[src/hdl/i2c_snoop_bit_override_top_macros.svh]
// Assertion macros for the I2C snoop bit override block.
// Included by the top level; needs no package.
`ifndef I2C_SNOOP_BIT_OVERRIDE_TOP_MACROS_SVH
`define I2C_SNOOP_BIT_OVERRIDE_TOP_MACROS_SVH
`ifndef SYNTHESIS
`define SBO_ASSERT_SAME(lbl, ck, rst, ante, cons) \
    lbl: assert property (@(posedge ck) disable iff (!rst) (ante) |-> (cons)) \
        else $error("assertion failed");
`define SBO_ASSERT_NEXT(lbl, ck, rst, ante, cons) \
    lbl: assert property (@(posedge ck) disable iff (!rst) (ante) |=> (cons)) \
        else $error("assertion failed");
`else
`define SBO_ASSERT_SAME(lbl, ck, rst, ante, cons)
`define SBO_ASSERT_NEXT(lbl, ck, rst, ante, cons)
`endif
`endif

[src/hdl/i2csbo_pkg.sv]
// Types and constants for the I2C snoop bit override block.
// No dependencies.
`timescale 1ns / 1ps

package i2csbo_pkg;

    localparam int CFG_IDX_W  = 3;
    localparam int CFG_DATA_W = 8;

    localparam logic [CFG_IDX_W-1:0] CFG_DEVICE_ADDRESS  = 3'd0;
    localparam logic [CFG_IDX_W-1:0] CFG_FIRST_REGISTER  = 3'd1;
    localparam logic [CFG_IDX_W-1:0] CFG_FIRST_BIT       = 3'd2;
    localparam logic [CFG_IDX_W-1:0] CFG_SECOND_REGISTER = 3'd3;
    localparam logic [CFG_IDX_W-1:0] CFG_SECOND_BIT      = 3'd4;

    localparam logic [6:0] DEVICE_ADDRESS_RST  = 7'h38;
    localparam logic [7:0] FIRST_REGISTER_RST  = 8'h07;
    localparam logic [2:0] FIRST_BIT_RST       = 3'd4;
    localparam logic [7:0] SECOND_REGISTER_RST = 8'h40;
    localparam logic [2:0] SECOND_BIT_RST      = 3'd0;

    localparam logic [3:0] BITS_PER_BYTE = 4'd8;

    typedef enum logic [2:0] {
        PH_IDLE,
        PH_ADDR,
        PH_REG,
        PH_OVR,
        PH_DONE
    } phase_t;

    typedef struct packed {
        logic [6:0] device_address;
        logic [7:0] first_register;
        logic [2:0] first_bit;
        logic [7:0] second_register;
        logic [2:0] second_bit;
    } cfg_t;

    typedef struct packed {
        logic sda_pull_low;
        logic in_transfer;
    } res_t;

endpackage

[src/hdl/i2csbo_if.sv]
// Handshake channels of the I2C snoop bit override block: bus samples in, results out.
// No dependencies.
`timescale 1ns / 1ps

interface i2csbo_sample_if;
    logic valid;
    logic ready;
    logic scl;
    logic sda;

    modport source (output valid, output scl, output sda, input ready);
    modport sink (input valid, input scl, input sda, output ready);
endinterface

interface i2csbo_result_if;
    logic valid;
    logic ready;
    logic sda_pull_low;
    logic in_transfer;

    modport source (output valid, output sda_pull_low, output in_transfer, input ready);
    modport sink (input valid, input sda_pull_low, input in_transfer, output ready);
endinterface

[src/hdl/i2csbo_cfg.sv]
// Configuration register file of the I2C snoop bit override block.
// Depends on i2csbo_pkg.
`timescale 1ns / 1ps

module i2csbo_cfg
(
    input  logic                             clk,
    input  logic                             rst_n,
    input  logic                             wr_en,
    input  logic [i2csbo_pkg::CFG_IDX_W-1:0] wr_index,
    input  logic [i2csbo_pkg::CFG_DATA_W-1:0] wr_data,
    output i2csbo_pkg::cfg_t                 cfg
);

    i2csbo_pkg::cfg_t cfg_reg;
    i2csbo_pkg::cfg_t cfg_next;

    always_comb
    begin
        cfg_next = cfg_reg;
        if (wr_en)
        begin
            unique case (wr_index)
                i2csbo_pkg::CFG_DEVICE_ADDRESS:  cfg_next.device_address  = wr_data[6:0];
                i2csbo_pkg::CFG_FIRST_REGISTER:  cfg_next.first_register  = wr_data[7:0];
                i2csbo_pkg::CFG_FIRST_BIT:       cfg_next.first_bit       = wr_data[2:0];
                i2csbo_pkg::CFG_SECOND_REGISTER: cfg_next.second_register = wr_data[7:0];
                i2csbo_pkg::CFG_SECOND_BIT:      cfg_next.second_bit      = wr_data[2:0];
                default:                         cfg_next = cfg_reg;
            endcase
        end
    end

    always_ff @(posedge clk or negedge rst_n)
    begin
        if (!rst_n)
        begin
            cfg_reg.device_address  <= i2csbo_pkg::DEVICE_ADDRESS_RST;
            cfg_reg.first_register  <= i2csbo_pkg::FIRST_REGISTER_RST;
            cfg_reg.first_bit       <= i2csbo_pkg::FIRST_BIT_RST;
            cfg_reg.second_register <= i2csbo_pkg::SECOND_REGISTER_RST;
            cfg_reg.second_bit      <= i2csbo_pkg::SECOND_BIT_RST;
        end
        else
        begin
            cfg_reg <= cfg_next;
        end
    end

    assign cfg = cfg_reg;

endmodule

[src/hdl/i2csbo_core.sv]
// Bus tracking state machine: START/STOP detect, byte shifter, register capture, bit override.
// Depends on i2csbo_pkg.
`timescale 1ns / 1ps

module i2csbo_core
(
    input  logic              clk,
    input  logic              rst_n,
    input  i2csbo_pkg::cfg_t  cfg,
    input  logic              accept,
    input  logic              scl,
    input  logic              sda,
    output i2csbo_pkg::res_t  res
);

    i2csbo_pkg::phase_t phase_reg, phase_next;
    logic       prev_clk_reg, prev_clk_next;
    logic       prev_data_reg, prev_data_next;
    logic [3:0] bit_cnt_reg, bit_cnt_next;
    logic [7:0] shift_reg, shift_next;
    logic [7:0] last_register_reg, last_register_next;
    logic [2:0] force_pos_reg, force_pos_next;
    logic       drive_low_reg, drive_low_next;

    logic rise;
    logic fall;
    logic bus_cond;

    assign rise     = !prev_clk_reg && scl;
    assign fall     = prev_clk_reg && !scl;
    assign bus_cond = scl && prev_clk_reg && (sda != prev_data_reg);

    // next state
    always_comb
    begin
        phase_next         = phase_reg;
        prev_clk_next      = prev_clk_reg;
        prev_data_next     = prev_data_reg;
        bit_cnt_next       = bit_cnt_reg;
        shift_next         = shift_reg;
        last_register_next = last_register_reg;
        force_pos_next     = force_pos_reg;
        drive_low_next     = drive_low_reg;
        if (accept)
        begin
            prev_clk_next  = scl;
            prev_data_next = sda;
            if (bus_cond)
            begin
                // falling SDA is START, rising is STOP
                phase_next     = sda ? i2csbo_pkg::PH_IDLE : i2csbo_pkg::PH_ADDR;
                bit_cnt_next   = 4'd0;
                shift_next     = 8'd0;
                drive_low_next = 1'b0;
            end
            else
            begin
                unique case (phase_reg)
                    i2csbo_pkg::PH_ADDR, i2csbo_pkg::PH_REG:
                    begin
                        if (rise)
                        begin
                            if (bit_cnt_reg < i2csbo_pkg::BITS_PER_BYTE)
                            begin
                                shift_next   = {shift_reg[6:0], sda};
                                bit_cnt_next = bit_cnt_reg + 4'd1;
                            end
                            else
                            begin
                                // ACK clock closes the byte
                                bit_cnt_next = 4'd0;
                                shift_next   = 8'd0;
                                if (phase_reg == i2csbo_pkg::PH_REG)
                                begin
                                    last_register_next = shift_reg;
                                    phase_next         = i2csbo_pkg::PH_DONE;
                                end
                                else if (shift_reg == {cfg.device_address, 1'b0})
                                begin
                                    phase_next = i2csbo_pkg::PH_REG;
                                end
                                else if (shift_reg == {cfg.device_address, 1'b1})
                                begin
                                    last_register_next = 8'd0;
                                    if (last_register_reg == cfg.first_register)
                                    begin
                                        force_pos_next = cfg.first_bit;
                                        phase_next     = i2csbo_pkg::PH_OVR;
                                    end
                                    else if (last_register_reg == cfg.second_register)
                                    begin
                                        force_pos_next = cfg.second_bit;
                                        phase_next     = i2csbo_pkg::PH_OVR;
                                    end
                                    else
                                    begin
                                        phase_next = i2csbo_pkg::PH_DONE;
                                    end
                                end
                                else
                                begin
                                    phase_next = i2csbo_pkg::PH_DONE;
                                end
                            end
                        end
                    end
                    i2csbo_pkg::PH_OVR:
                    begin
                        if (rise)
                        begin
                            if (bit_cnt_reg < i2csbo_pkg::BITS_PER_BYTE)
                            begin
                                bit_cnt_next = bit_cnt_reg + 4'd1;
                            end
                        end
                        else if (fall)
                        begin
                            if (drive_low_reg)
                            begin
                                drive_low_next = 1'b0;
                                phase_next     = i2csbo_pkg::PH_DONE;
                            end
                            else if (bit_cnt_reg == {1'b0, ~force_pos_reg})
                            begin
                                // bit 7 goes first, so position p is bit index 7-p
                                drive_low_next = 1'b1;
                            end
                        end
                    end
                    default:
                    begin
                        phase_next = phase_reg;
                    end
                endcase
            end
        end
    end

    // result from the updated state
    always_comb
    begin
        res.sda_pull_low = drive_low_next;
        res.in_transfer  = (phase_next != i2csbo_pkg::PH_IDLE);
    end

    always_ff @(posedge clk or negedge rst_n)
    begin
        if (!rst_n)
        begin
            phase_reg         <= i2csbo_pkg::PH_IDLE;
            prev_clk_reg      <= 1'b1;
            prev_data_reg     <= 1'b1;
            bit_cnt_reg       <= 4'd0;
            shift_reg         <= 8'd0;
            last_register_reg <= 8'd0;
            force_pos_reg     <= 3'd0;
            drive_low_reg     <= 1'b0;
        end
        else
        begin
            phase_reg         <= phase_next;
            prev_clk_reg      <= prev_clk_next;
            prev_data_reg     <= prev_data_next;
            bit_cnt_reg       <= bit_cnt_next;
            shift_reg         <= shift_next;
            last_register_reg <= last_register_next;
            force_pos_reg     <= force_pos_next;
            drive_low_reg     <= drive_low_next;
        end
    end

endmodule

[src/hdl/i2csbo_obuf.sv]
// Result register with skid stage; decouples the result channel from the sample channel.
// Depends on i2csbo_pkg.
`timescale 1ns / 1ps

module i2csbo_obuf
(
    input  logic             clk,
    input  logic             rst_n,
    input  logic             push,
    input  i2csbo_pkg::res_t push_data,
    output logic             push_ready,
    output logic             out_valid,
    input  logic             out_ready,
    output i2csbo_pkg::res_t out_data
);

    logic             out_valid_reg, out_valid_next;
    logic             skid_valid_reg, skid_valid_next;
    i2csbo_pkg::res_t out_data_reg, out_data_next;
    i2csbo_pkg::res_t skid_data_reg, skid_data_next;
    logic             pop;

    assign pop = out_valid_reg && out_ready;

    always_comb
    begin
        out_valid_next  = out_valid_reg;
        skid_valid_next = skid_valid_reg;
        out_data_next   = out_data_reg;
        skid_data_next  = skid_data_reg;
        if (skid_valid_reg)
        begin
            if (pop)
            begin
                out_data_next   = skid_data_reg;
                skid_valid_next = 1'b0;
            end
        end
        else if (push)
        begin
            if (!out_valid_reg || pop)
            begin
                out_data_next  = push_data;
                out_valid_next = 1'b1;
            end
            else
            begin
                skid_data_next  = push_data;
                skid_valid_next = 1'b1;
            end
        end
        else if (pop)
        begin
            out_valid_next = 1'b0;
        end
    end

    always_ff @(posedge clk or negedge rst_n)
    begin
        if (!rst_n)
        begin
            out_valid_reg  <= 1'b0;
            skid_valid_reg <= 1'b0;
        end
        else
        begin
            out_valid_reg  <= out_valid_next;
            skid_valid_reg <= skid_valid_next;
        end
    end

    always_ff @(posedge clk)
    begin
        out_data_reg  <= out_data_next;
        skid_data_reg <= skid_data_next;
    end

    assign push_ready = !skid_valid_reg;
    assign out_valid  = out_valid_reg;
    assign out_data   = out_data_reg;

endmodule

[src/hdl/i2c_snoop_bit_override_top.sv]
// channel   dir  payload                      accepted when
// sample    in   scl, sda                     sample.valid && sample.ready
// result    out  sda_pull_low, in_transfer    result.valid && result.ready
// config    in   wr_index, wr_data            wr_en
//
// One word per cycle while sample.ready is high; each result is registered.
// The state update is a single pass of the bus state machine in i2csbo_core.
// Reset brings the bus tracker to idle with both lines seen high.
// A stalled result sits in the output register; one more sample fits the skid
// stage, then sample.ready drops until the result side drains.
// Top level of the I2C snoop bit override block; uses i2csbo_pkg, the channel
// interfaces, i2csbo_cfg, i2csbo_core, i2csbo_obuf and the assertion macros.
`timescale 1ns / 1ps
`include "i2c_snoop_bit_override_top_macros.svh"

module i2c_snoop_bit_override_top
(
    input  logic                               clk,
    input  logic                               rst_n,
    input  logic                               wr_en,
    input  logic [i2csbo_pkg::CFG_IDX_W-1:0]   wr_index,
    input  logic [i2csbo_pkg::CFG_DATA_W-1:0]  wr_data,
    i2csbo_sample_if.sink                      sample,
    i2csbo_result_if.source                    result
);

    i2csbo_pkg::cfg_t cfg;
    i2csbo_pkg::res_t core_res;
    i2csbo_pkg::res_t out_data;
    logic             accept;
    logic             buf_ready;

    assign accept       = sample.valid && buf_ready;
    assign sample.ready = buf_ready;

    i2csbo_cfg u_cfg
    (
        .clk      (clk),
        .rst_n    (rst_n),
        .wr_en    (wr_en),
        .wr_index (wr_index),
        .wr_data  (wr_data),
        .cfg      (cfg)
    );

    i2csbo_core u_core
    (
        .clk    (clk),
        .rst_n  (rst_n),
        .cfg    (cfg),
        .accept (accept),
        .scl    (sample.scl),
        .sda    (sample.sda),
        .res    (core_res)
    );

    i2csbo_obuf u_obuf
    (
        .clk        (clk),
        .rst_n      (rst_n),
        .push       (accept),
        .push_data  (core_res),
        .push_ready (buf_ready),
        .out_valid  (result.valid),
        .out_ready  (result.ready),
        .out_data   (out_data)
    );

    assign result.sda_pull_low = out_data.sda_pull_low;
    assign result.in_transfer  = out_data.in_transfer;

    `SBO_ASSERT_NEXT(a_accept_gives_result, clk, rst_n, sample.valid && sample.ready, result.valid)
    `SBO_ASSERT_SAME(a_stall_only_when_full, clk, rst_n, !sample.ready, result.valid)
    `SBO_ASSERT_SAME(a_pull_inside_transfer, clk, rst_n, result.valid && result.sda_pull_low, result.in_transfer)

endmodule
[src/flat_wrapper.sv]
// flat-port wrapper written by rule: the top's interface ports become plain ports
module i2c_snoop_bit_override_top_flat 
  (clk, rst_n, wr_en, wr_index, wr_data, sample_valid, sample_scl, sample_sda, sample_ready, result_valid, result_sda_pull_low, result_in_transfer, result_ready);
  i2csbo_sample_if sample_i ();
  i2csbo_result_if result_i ();
  input  logic clk;
  input  logic rst_n;
  input  logic wr_en;
  input  logic [i2csbo_pkg::CFG_IDX_W-1:0] wr_index;
  input  logic [i2csbo_pkg::CFG_DATA_W-1:0] wr_data;
  input wire logic [$bits(sample_i.valid)-1:0] sample_valid;
  input wire logic [$bits(sample_i.scl)-1:0] sample_scl;
  input wire logic [$bits(sample_i.sda)-1:0] sample_sda;
  output wire logic [$bits(sample_i.ready)-1:0] sample_ready;
  output wire logic [$bits(result_i.valid)-1:0] result_valid;
  output wire logic [$bits(result_i.sda_pull_low)-1:0] result_sda_pull_low;
  output wire logic [$bits(result_i.in_transfer)-1:0] result_in_transfer;
  input wire logic [$bits(result_i.ready)-1:0] result_ready;
  assign sample_i.valid = sample_valid;
  assign sample_i.scl = sample_scl;
  assign sample_i.sda = sample_sda;
  assign sample_ready = sample_i.ready;
  assign result_valid = result_i.valid;
  assign result_sda_pull_low = result_i.sda_pull_low;
  assign result_in_transfer = result_i.in_transfer;
  assign result_i.ready = result_ready;
  i2c_snoop_bit_override_top u_core (.clk(clk), .rst_n(rst_n), .wr_en(wr_en), .wr_index(wr_index), .wr_data(wr_data), .sample(sample_i), .result(result_i));
endmodule
[config.mk]
export PLATFORM = sky130hd
export DESIGN_NAME = i2c_snoop_bit_override_top_flat
export DESIGN_NICKNAME = d
export VERILOG_FILES = /design/src/hdl/i2csbo_pkg.sv /design/src/hdl/i2csbo_if.sv /design/src/hdl/i2csbo_cfg.sv /design/src/hdl/i2csbo_core.sv /design/src/hdl/i2csbo_obuf.sv /design/src/hdl/i2c_snoop_bit_override_top.sv /design/src/flat_wrapper.sv
export VERILOG_INCLUDE_DIRS = /design/src /design/src/hdl
export SDC_FILE = /design/constraint.sdc
export NUM_CORES = 1
export LEC_CHECK = 0
export ABC_CLOCK_PERIOD_IN_PS = 3130
export BUFFER_PORTS_ARGS = -buffer_cell sky130_fd_sc_hd__clkbuf_2
export CORE_MARGIN = 3
export CORE_UTILIZATION = 40
export DETAILED_ROUTE_END_ITERATION = 8
export MAX_ROUTING_LAYER = met4
export PLACE_DENSITY = 0.55
export SKIP_LAST_GASP = 1
export SYNTH_ARGS = -nofsm -noshare
export SYNTH_HDL_FRONTEND = slang
export SYNTH_HIERARCHICAL = 1
export SYNTH_SLANG_ARGS = --single-unit
[constraint.sdc]
create_clock -name clk -period 3.13 [get_ports clk]
set_input_delay 0.313 -clock clk [delete_from_list [all_inputs] [get_ports clk]]
set_output_delay 0.313 -clock clk [all_outputs]
set_load 0.1 [all_outputs]
# Word level (Yosys, flattened, before mapping)
# Index checks and enable logic that the tools add are counted.
# op_classes
n_addsub	1
magnitude_cmp	1
eq_ne	19
n_mux	47
bitwise	7
n_reduce_logical	34
# op_table
cell	count
$mux 8	7
$mux 3	14
$eq 8x8->1	4
$mux 4	5
$mux 1	15
$reduce_bool 2->1	7
$eq 3x2->1 const B	4
$reduce_and 3->1	4
$reduce_and 2->1	5
$ne 3x3->1 const B	3
$reduce_and 9->1	1
$mux 2	4
$pmux 4 s2	1
$reduce_and 7->1	1
$eq 3x1->1 const B	2
$logic_and 1x1->1	6
$not 1->1	6
$pmux 3 s2	1
$reduce_bool 3->1	2
$reduce_and 5->1	1
$add 4x1->4 const B	1
$eq 4x3->1	1
$logic_not 1->1	4
$lt 4x4->1 const B	1
other kinds (8)	9
# word_totals
regBits	64
inputBits	18
out_inout_bits	4
word_cells	128

# Logic depth before layout (Yosys ltp)
# Gate-level depths: netlist (run 1).
# depth
depth_word	15
mapped_depth	9
depth_no_buf	8

# By module
# Netlist (run 1), hierarchy kept.
# modules_own_cells
module	instances	cells_each	area_per_inst_um2	seq_area_each_um2
i2csbo_core	1	203	1800.5	728.2
i2csbo_cfg	1	64	1149.9	735.7
i2csbo_obuf	1	18	252.7	170.2
i2c_snoop_bit_override_top	1	1	6.3	0.0

# Worst setup path after synthesis (run 1)
# OpenSTA, ideal clock, no wires.
# synth_timing
path_kind	register -> register
startpoint	reg u_core.u_obuf.skid_valid_reg
endpoint	reg u_core.u_obuf.out_data_reg (netlist bit u_core/u_obuf/out_data[0]), data pin
setup_ns	0.260
arrival_time_ns	2.708
t_required_ns	2.870
path_slack_ns	0.162
stages_incl_launch_ff	7
n_path_buf	0
period_less_slack_ns	2.968
path_cell_list	dfrtp_1 -> inv_1 -> and2_1 -> nand3b_1 -> o41a_1 -> or4b_1 -> mux2_2
# synth_lines
item	line_no	rtl
start, declared	i2csbo_obuf.sv:18	logic skid_valid_reg, skid_valid_next;
start signal, assigned	i2csbo_obuf.sv:68	skid_valid_reg <= skid_valid_next;
end signal, assigned	i2csbo_obuf.sv:74	out_data_reg <= out_data_next;
end, declared	i2csbo_obuf.sv:19	i2csbo_pkg::res_t out_data_reg, out_data_next;

==> flow_metrics.env, run 1 <==
export IMPL_track_usage_pct=16.0
export IMPL_rows=32
export IMPL_crit_fanout=11
export IMPL_finalPower_mw=2.75
export IMPL_drive_gt1_share_pct=29.3
export IMPL_die_y_um=95.6
export IMPL_grt_pass1_vias=2106
export IMPL_avgSynthCellArea_um2=11.2
export IMPL_wl_mm=6.19
export IMPL_initial_utilization_pct=41.3
export IMPL_htreeDepth=3
export IMPL_drc=0
export IMPL_crit_slowest_cell="nor3b_2"
export IMPL_vias_per_cell=5.15
export IMPL_async_reset_ff_share_pct=93.8
export IMPL_synth_area_um2=3210
export IMPL_cts_setup_buffers=0
export IMPL_path_delay_family="simple AND/OR/NAND/NOR gates"
export IMPL_area_growth_pct=12.0
export IMPL_yosysMostFrequentCell="dfrtp_1"
export IMPL_period_minus_slack_ns=2.64
export IMPL_critPathKind="register to register"
export IMPL_slew_headroom_pct=44.8
export IMPL_path_buf_inv=0
export IMPL_cp_required_ns=3.22
export IMPL_syn_num_nets=306
export IMPL_die_x_um=95.6
export IMPL_setup_viol=0
export IMPL_nNetsFinal=332
export IMPL_cellPowerDensity_nw_per_um2=765
export IMPL_boundaryPins=22
export IMPL_hold_path_class="input port to async pin"
export IMPL_worstPathArrival_ns=2.73
export IMPL_grt_max_degree=61
export IMPL_synth_edf_count=4
export IMPL_synth_flop_cell="dfrtp_1"
export IMPL_tritoncts="built"
export IMPL_crit_path_max_incr_delay_ns=0.57
export IMPL_cts_hold_buffers=0
export IMPL_period_share_pct=84.4
export IMPL_crit_end="u_core/u_obuf/out_data[0]"
export IMPL_cts_buffers=9
export IMPL_hpwlAfterDp_mm=4.40
export IMPL_drv_cap=0
export IMPL_synthCells=286
export IMPL_rsz0062_at_grt="no"
export IMPL_antenna_found_initial=0
export IMPL_clk_pin_slew_worst_paths_ns=0.07
export IMPL_fin_ws_ns=0.487
export IMPL_port_buffers=21
export IMPL_synth_area_leader_cell="dfrtp_1"
export IMPL_ys_seq_area_share_pct=50.9
export IMPL_ant_nets=0
export IMPL_grt_pass1_wl_mm=10.7
export IMPL_synth_top_area_share_pct=39.0
export IMPL_cts_max_path_buffers=2
export IMPL_fmax_mhz=378
export IMPL_first_pass_iters=4
export IMPL_ir_drop_uv=329
export IMPL_diodes=0
export IMPL_fin_setup_tns_ns=0
export IMPL_critical_path_depth=6
export IMPL_r2r_cells=6
export IMPL_report_final_slew_viol_count=0
export IMPL_grt_ovfl_total=0
export IMPL_crit_start="u_core/u_core/phase_reg[2]"
export IMPL_drt_initial_drc_count=87
export IMPL_root_buffer="clkbuf_8"
export IMPL_worst_pin_slew_ns=0.825
export IMPL_gp_congestion=0.800
export IMPL_num_vias=2158
export IMPL_leakagePower_nw=1.49
export IMPL_cts_sinks=64
export IMPL_worstSetupStartpointType="register"
export IMPL_rr_startpoint="u_core/u_core/phase_reg[2]"
export IMPL_synth_common_cells="dfrtp_1 (50), mux2_2 (33), nand2_1 (33)"
export IMPL_fp_dieArea_um2=9130
export IMPL_core_um2=7770
export IMPL_dp_worst_setup_slack_ns=0.505
export IMPL_largest_register_ff_count=29
export IMPL_path_cells="nor3b_2, nor4_1, nand4_1, nand3_2, or4b_1, mux2_2"
export IMPL_synthTopCellsByArea="dfrtp_1 (39%), mux2_2 (12%), dfstp_2 (8.2%)"
export IMPL_worstSkewPairLatency_ns=0.33
export IMPL_hold_viol_final=0
export IMPL_ys_types=48
export IMPL_reg2reg_slack_ns=0.49
export IMPL_ys_seq_elements=64
export IMPL_r2r_end="u_core/u_obuf/out_data[0]"
export IMPL_ctsResizeCount=0
export IMPL_detail_route_wl_per_cell_um=14.8
export IMPL_fin_worst_skew_ns=0.00438
export IMPL_endpoint_kind="register"
export IMPL_status="completed"
export IMPL_yosys_warnings=6
## routing by layer
layer  track usage (%)  part of all wire [%]
met2              22.5                    44
met4              6.04                   1.8
met3              5.45                   4.4
met1              21.4                    50
met5                 -                     0
## logic make-up (layout without fill, tap and decap cells)
family	after synthesis	after routing	synth area share, %
and+or+nand+nor	89	89	16.0
DFF	64	64	50.9
AOI/OAI and AO/OA	45	45	8.30
muxes	37	37	12.8
xor gates and xnor gates	28	28	7.64
buffers and inverters	21	52	3.55
adders and majority gates	2	2	0.780
## cells in the final DEF, fill, tap and decap left out, types with 3 or more instances in the layout
cell	instances
xnor2_1	26
o21ai_0	14
nand3_1	9
clkbuf_8	11
nand4_1	6
buf_4	3
clkbuf_2	21
mux2i_1	4
a21oi_1	8
nand2_1	33
and4bb_2	3
nor3_1	6
mux2_2	33
inv_1	12
nand2b_1	3
dfstp_2	10
edfxtp_1	4
o21ai_1	13
nor2_1	9
dfrtp_1	50
## power by group
group          leakage [nW]  switching [mW]  internal, mW
Sequential            0.742           0.187          1.05
Clock                 0.103           0.301         0.409
Combinational         0.648           0.482         0.321
Total                  1.49           0.970          1.78
## worst min-delay path by stage
stage,start,end,slack [ns],depth (start not counted)
6_report,rst_n,u_core/u_obuf/out_valid,0.12,2
5_1_grt,rst_n,u_core/u_obuf/skid_valid_reg,0.18,2
4_1_cts,rst_n,u_core/u_obuf/skid_valid_reg,0.16,2
3_5_place_dp,u_core/u_cfg/cfg[2],u_core/u_cfg/cfg[2],0.50,1
3_3_place_gp,u_core/u_cfg/cfg[2],u_core/u_cfg/cfg[2],0.49,1
2_1_floorplan,rst_n,u_core/u_cfg/cfg[0],0.02,0
## metrics by stage
stage	hold WS (ns)	utilization, %	cell area, um^2	instances
2_1_floorplan	0.0174	-	3210	286
3_3_place_gp	0.491	43.7	3400	403
3_5_place_dp	0.498	43.7	3400	403
4_1_cts	0.163	46.3	3590	419
5_1_grt	0.181	46.3	3590	419
6_report	0.124	46.3	3590	419
## layout make-up
| type | count | area (um^2) |
|---|---|---|
| clock buffer | 13 | 159 |
| inverter | 12 | 45.0 |
| timing repair buffer | 24 | 128 |
| fill | 761 | 4170 |
| sequential | 64 | 1630 |
| tap | 102 | 128 |
| clock inverter | 3 | 40.0 |
| multi-input combinational | 201 | 1460 |
Note: power is estimated with default switching activity, not from simulation.
==> run 2, diff against run 1 <==
--- a/config.mk
+++ b/config.mk
@@ -6,13 +6,13 @@
 export SDC_FILE = /design/constraint.sdc
 export NUM_CORES = 1
 export LEC_CHECK = 0
-export ABC_CLOCK_PERIOD_IN_PS = 3130
+export ABC_CLOCK_PERIOD_IN_PS = 2300
 export BUFFER_PORTS_ARGS = -buffer_cell sky130_fd_sc_hd__clkbuf_2
 export CORE_MARGIN = 3
 export CORE_UTILIZATION = 40
 export DETAILED_ROUTE_END_ITERATION = 8
 export MAX_ROUTING_LAYER = met4
-export PLACE_DENSITY = 0.55
+export PLACE_DENSITY = 0.57
 export SKIP_LAST_GASP = 1
 export SYNTH_ARGS = -nofsm -noshare
 export SYNTH_HDL_FRONTEND = slang
==> constraint.sdc (replaced) <==
create_clock -name clk -period 2.3 [get_ports clk]
set_input_delay 0.23 -clock clk [delete_from_list [all_inputs] [get_ports clk]]
set_output_delay 0.23 -clock clk [all_outputs]
set_load 0.1 [all_outputs]
==> run 2 against run 1 <==
  * The run now ends with negative setup slack left
  * Critical path depth rose by 1
  * First-iteration DRC count rose by 25%
  * Die area did not move
  * Core utilization rose by 3.1 points
  * Wire length rose by 5.1%
  * Global-route usage rose by 0.72 points
  * Count of clock-buffer cells in the layout fell by 3
  * Largest cell class unchanged
  * Clock skew rose by 0.00082 ns
  * Flip-flop and latch count did not move
  * Clock power rose by 45%
  * Largest power group unchanged
  * Final cell count rose by 5.7%
  * Combinational power rose by 62%
==> flow_metrics.env, run 2 (same netlist as run 1, synthesis figures left out) <==
export IMPL_tritoncts="built"
export IMPL_fin_worst_skew_ns=0.00520
export IMPL_fin_ws_ns=-0.266
export IMPL_hold_viol_final=0
export IMPL_root_buffer="clkbuf_8"
export IMPL_drc=0
export IMPL_report_final_slew_viol_count=0
export IMPL_area_growth_pct=19.5
export IMPL_pwr_share_clk_pct=25.9
export IMPL_rr_startpoint="u_core/u_cfg/cfg[16]"
export IMPL_hold_worst_slack_ns=0.0382
export IMPL_worstPathArrival_ns=2.66
export IMPL_finalNonFillerCells=443
export IMPL_ant_nets=0
export IMPL_cts_sinks=64
export IMPL_crit_path_max_incr_delay_ns=0.56
export IMPL_crit_slowest_cell="dfstp_2"
export IMPL_grt_pass1_vias=2284
export IMPL_die_x_um=95.6
export IMPL_reg2reg_slack_ns=-0.27
export IMPL_place_area_um2=3570
export IMPL_track_usage_pct=16.8
export IMPL_grt_pass1_wl_mm=11.3
export IMPL_die_y_um=95.6
export IMPL_mostFrequentLayoutCells="dfrtp_1 (49), mux2_2 (33), nand2_1 (33)"
export IMPL_mostFrequentLayoutCell="dfrtp_1"
export IMPL_r2r_end="u_core/u_obuf/out_data[0]"
export IMPL_period_minus_slack_ns=2.57
export IMPL_leakagePower_nw=1.64
export IMPL_drive_gt1_share_pct=37.2
export IMPL_wl_mm=6.51
export IMPL_core_um2=7770
export IMPL_cts_max_path_buffers=2
export IMPL_worstSetupStartpointType="register"
export IMPL_diodes=0
export IMPL_boundaryPins=22
export IMPL_p_sw_mw=1.40
export IMPL_slew_headroom_pct=48.1
export IMPL_port_buffers=21
export IMPL_hpwlAfterDp_mm=4.54
export IMPL_num_vias=2218
export IMPL_status="complete, but fails checks"
export IMPL_crit_start="u_core/u_cfg/cfg[16]"
export IMPL_largest_register_ff_count=29
export IMPL_r2r_cells=7
export IMPL_fin_setup_tns_ns=-0.276
export IMPL_rsz0062_at_grt="yes"
export IMPL_detail_route_wl_per_cell_um=14.7
export IMPL_grt_max_degree=61
export IMPL_p_seq_share_pct=41.3
export IMPL_path_buf_inv=0
export IMPL_cts_buffers=9
export IMPL_htreeDepth=3
export IMPL_worst_pin_slew_ns=0.778
export IMPL_fp_dieArea_um2=9130
export IMPL_comb_power_share_pct=32.7
export IMPL_path_cells="xnor2_2, nand4_1, o22ai_2, nor2_2, o41a_1, or4b_1, mux2_2"
export IMPL_clk_pin_slew_worst_paths_ns=0.07
export IMPL_critPathKind="register to register"
export IMPL_vias_per_cell=5.01
export IMPL_period_share_pct=112
export IMPL_cp_required_ns=2.40
export IMPL_fmax_mhz=390
export IMPL_grt_ovfl_total=0
export IMPL_initial_utilization_pct=41.3
export IMPL_drv_cap=0
export IMPL_finalPower_mw=3.96
export IMPL_gp_congestion=0.788
export IMPL_setup_viol=2
export IMPL_drt_initial_drc_count=109
export IMPL_cellPowerDensity_nw_per_um2=1030
export IMPL_dp_cells=424
export IMPL_worstSkewPairLatency_ns=0.34
export IMPL_switching_share_pct=35.5
export IMPL_p_int_mw=2.55
export IMPL_final_area_um2=3830
export IMPL_hold_path_class="input port to async pin"
export IMPL_rows=32
export IMPL_crit_fanout=2
export IMPL_path_delay_family="simple AND/OR/NAND/NOR gates"
export IMPL_first_pass_iters=4
export IMPL_endpoint_kind="register"
export IMPL_nNetsFinal=356
export IMPL_violations="negative setup slack"
export IMPL_antenna_found_initial=0
export IMPL_ir_drop_uv=408
[run 2: cell types whose count changed in the layout (fill, tap and decap cells not counted), sizes merged]
cell	previous run	this run
buf	3	27
clkinv	2	3
clkbuf	34	31
clkinvlp	0	2
[run 2: layout make-up]
class                      instances  area (um^2)
clock buffer                      10          149
clock inverter                     6         65.1
fill                             761         3930
inverter                          12         48.8
multi-input combinational        201         1500
sequential                        64         1640
tap                              102          128
timing repair buffer              48          308
[run 2: worst max path at each step]
| stage | to | cells after the start |
|---|---|---|
| 6_report | u_core/u_obuf/out_data[0] | 7 |
| 5_1_grt | u_core/u_obuf/out_data[0] | 7 |
| 4_1_cts | u_core/u_obuf/out_data[0] | 7 |
| 3_5_place_dp | u_core/u_obuf/out_data[0] | 7 |
| 3_3_place_gp | u_core/u_obuf/out_data[0] | 7 |
| 2_1_floorplan | u_core/u_obuf/out_data[0] | 8 |
[run 2: layer usage]
metal,GRT usage [%],part of all wire (%),up-vias
met4,4.98,1.2,0
met3,4.97,3.7,6
met1,22.0,49,1066
met5,-,0,-
met2,25.1,46,36
li1,-,-,1110
[run 2: worst reg2reg max path: stages, from the launching register on]
cell     delay [ns]
dfstp_2        0.56
xnor2_2        0.12
nand4_1        0.17
o22ai_2        0.27
nor2_2         0.06
o41a_1         0.38
or4b_1         0.49
mux2_2         0.27
[run 2: per-stage QoR]
stage | util, % | setup WS, ns
6_report | 49.4 | -0.266
4_1_cts | 48.9 | -0.226
2_1_floorplan | - | -0.445
3_3_place_gp | 45.9 | -0.282
3_5_place_dp | 45.9 | -0.319
5_1_grt | 49.4 | -0.333
[run 2: power by group through the flow]
stage          Combinational [mW]  Clock, mW  Sequential (mW)
6_report                     1.30       1.03             1.64
3_5_place_dp                 1.28          0             1.65
3_3_place_gp                 1.26          0             1.65
5_1_grt                      1.43       1.11             1.67
4_1_cts                      1.29       1.07             1.63
2_1_floorplan               0.800          0             1.79
[run 2: what timing repair did]
action / in CTS / in global routing
pin swaps: 5 / 1
resized for setup: 0 / 5
hold endpoints to repair: 0 / 0
endpoints found under the setup margin: 2 / 10
hold buffers: 0 / 0
setup buffers: 2 / 1
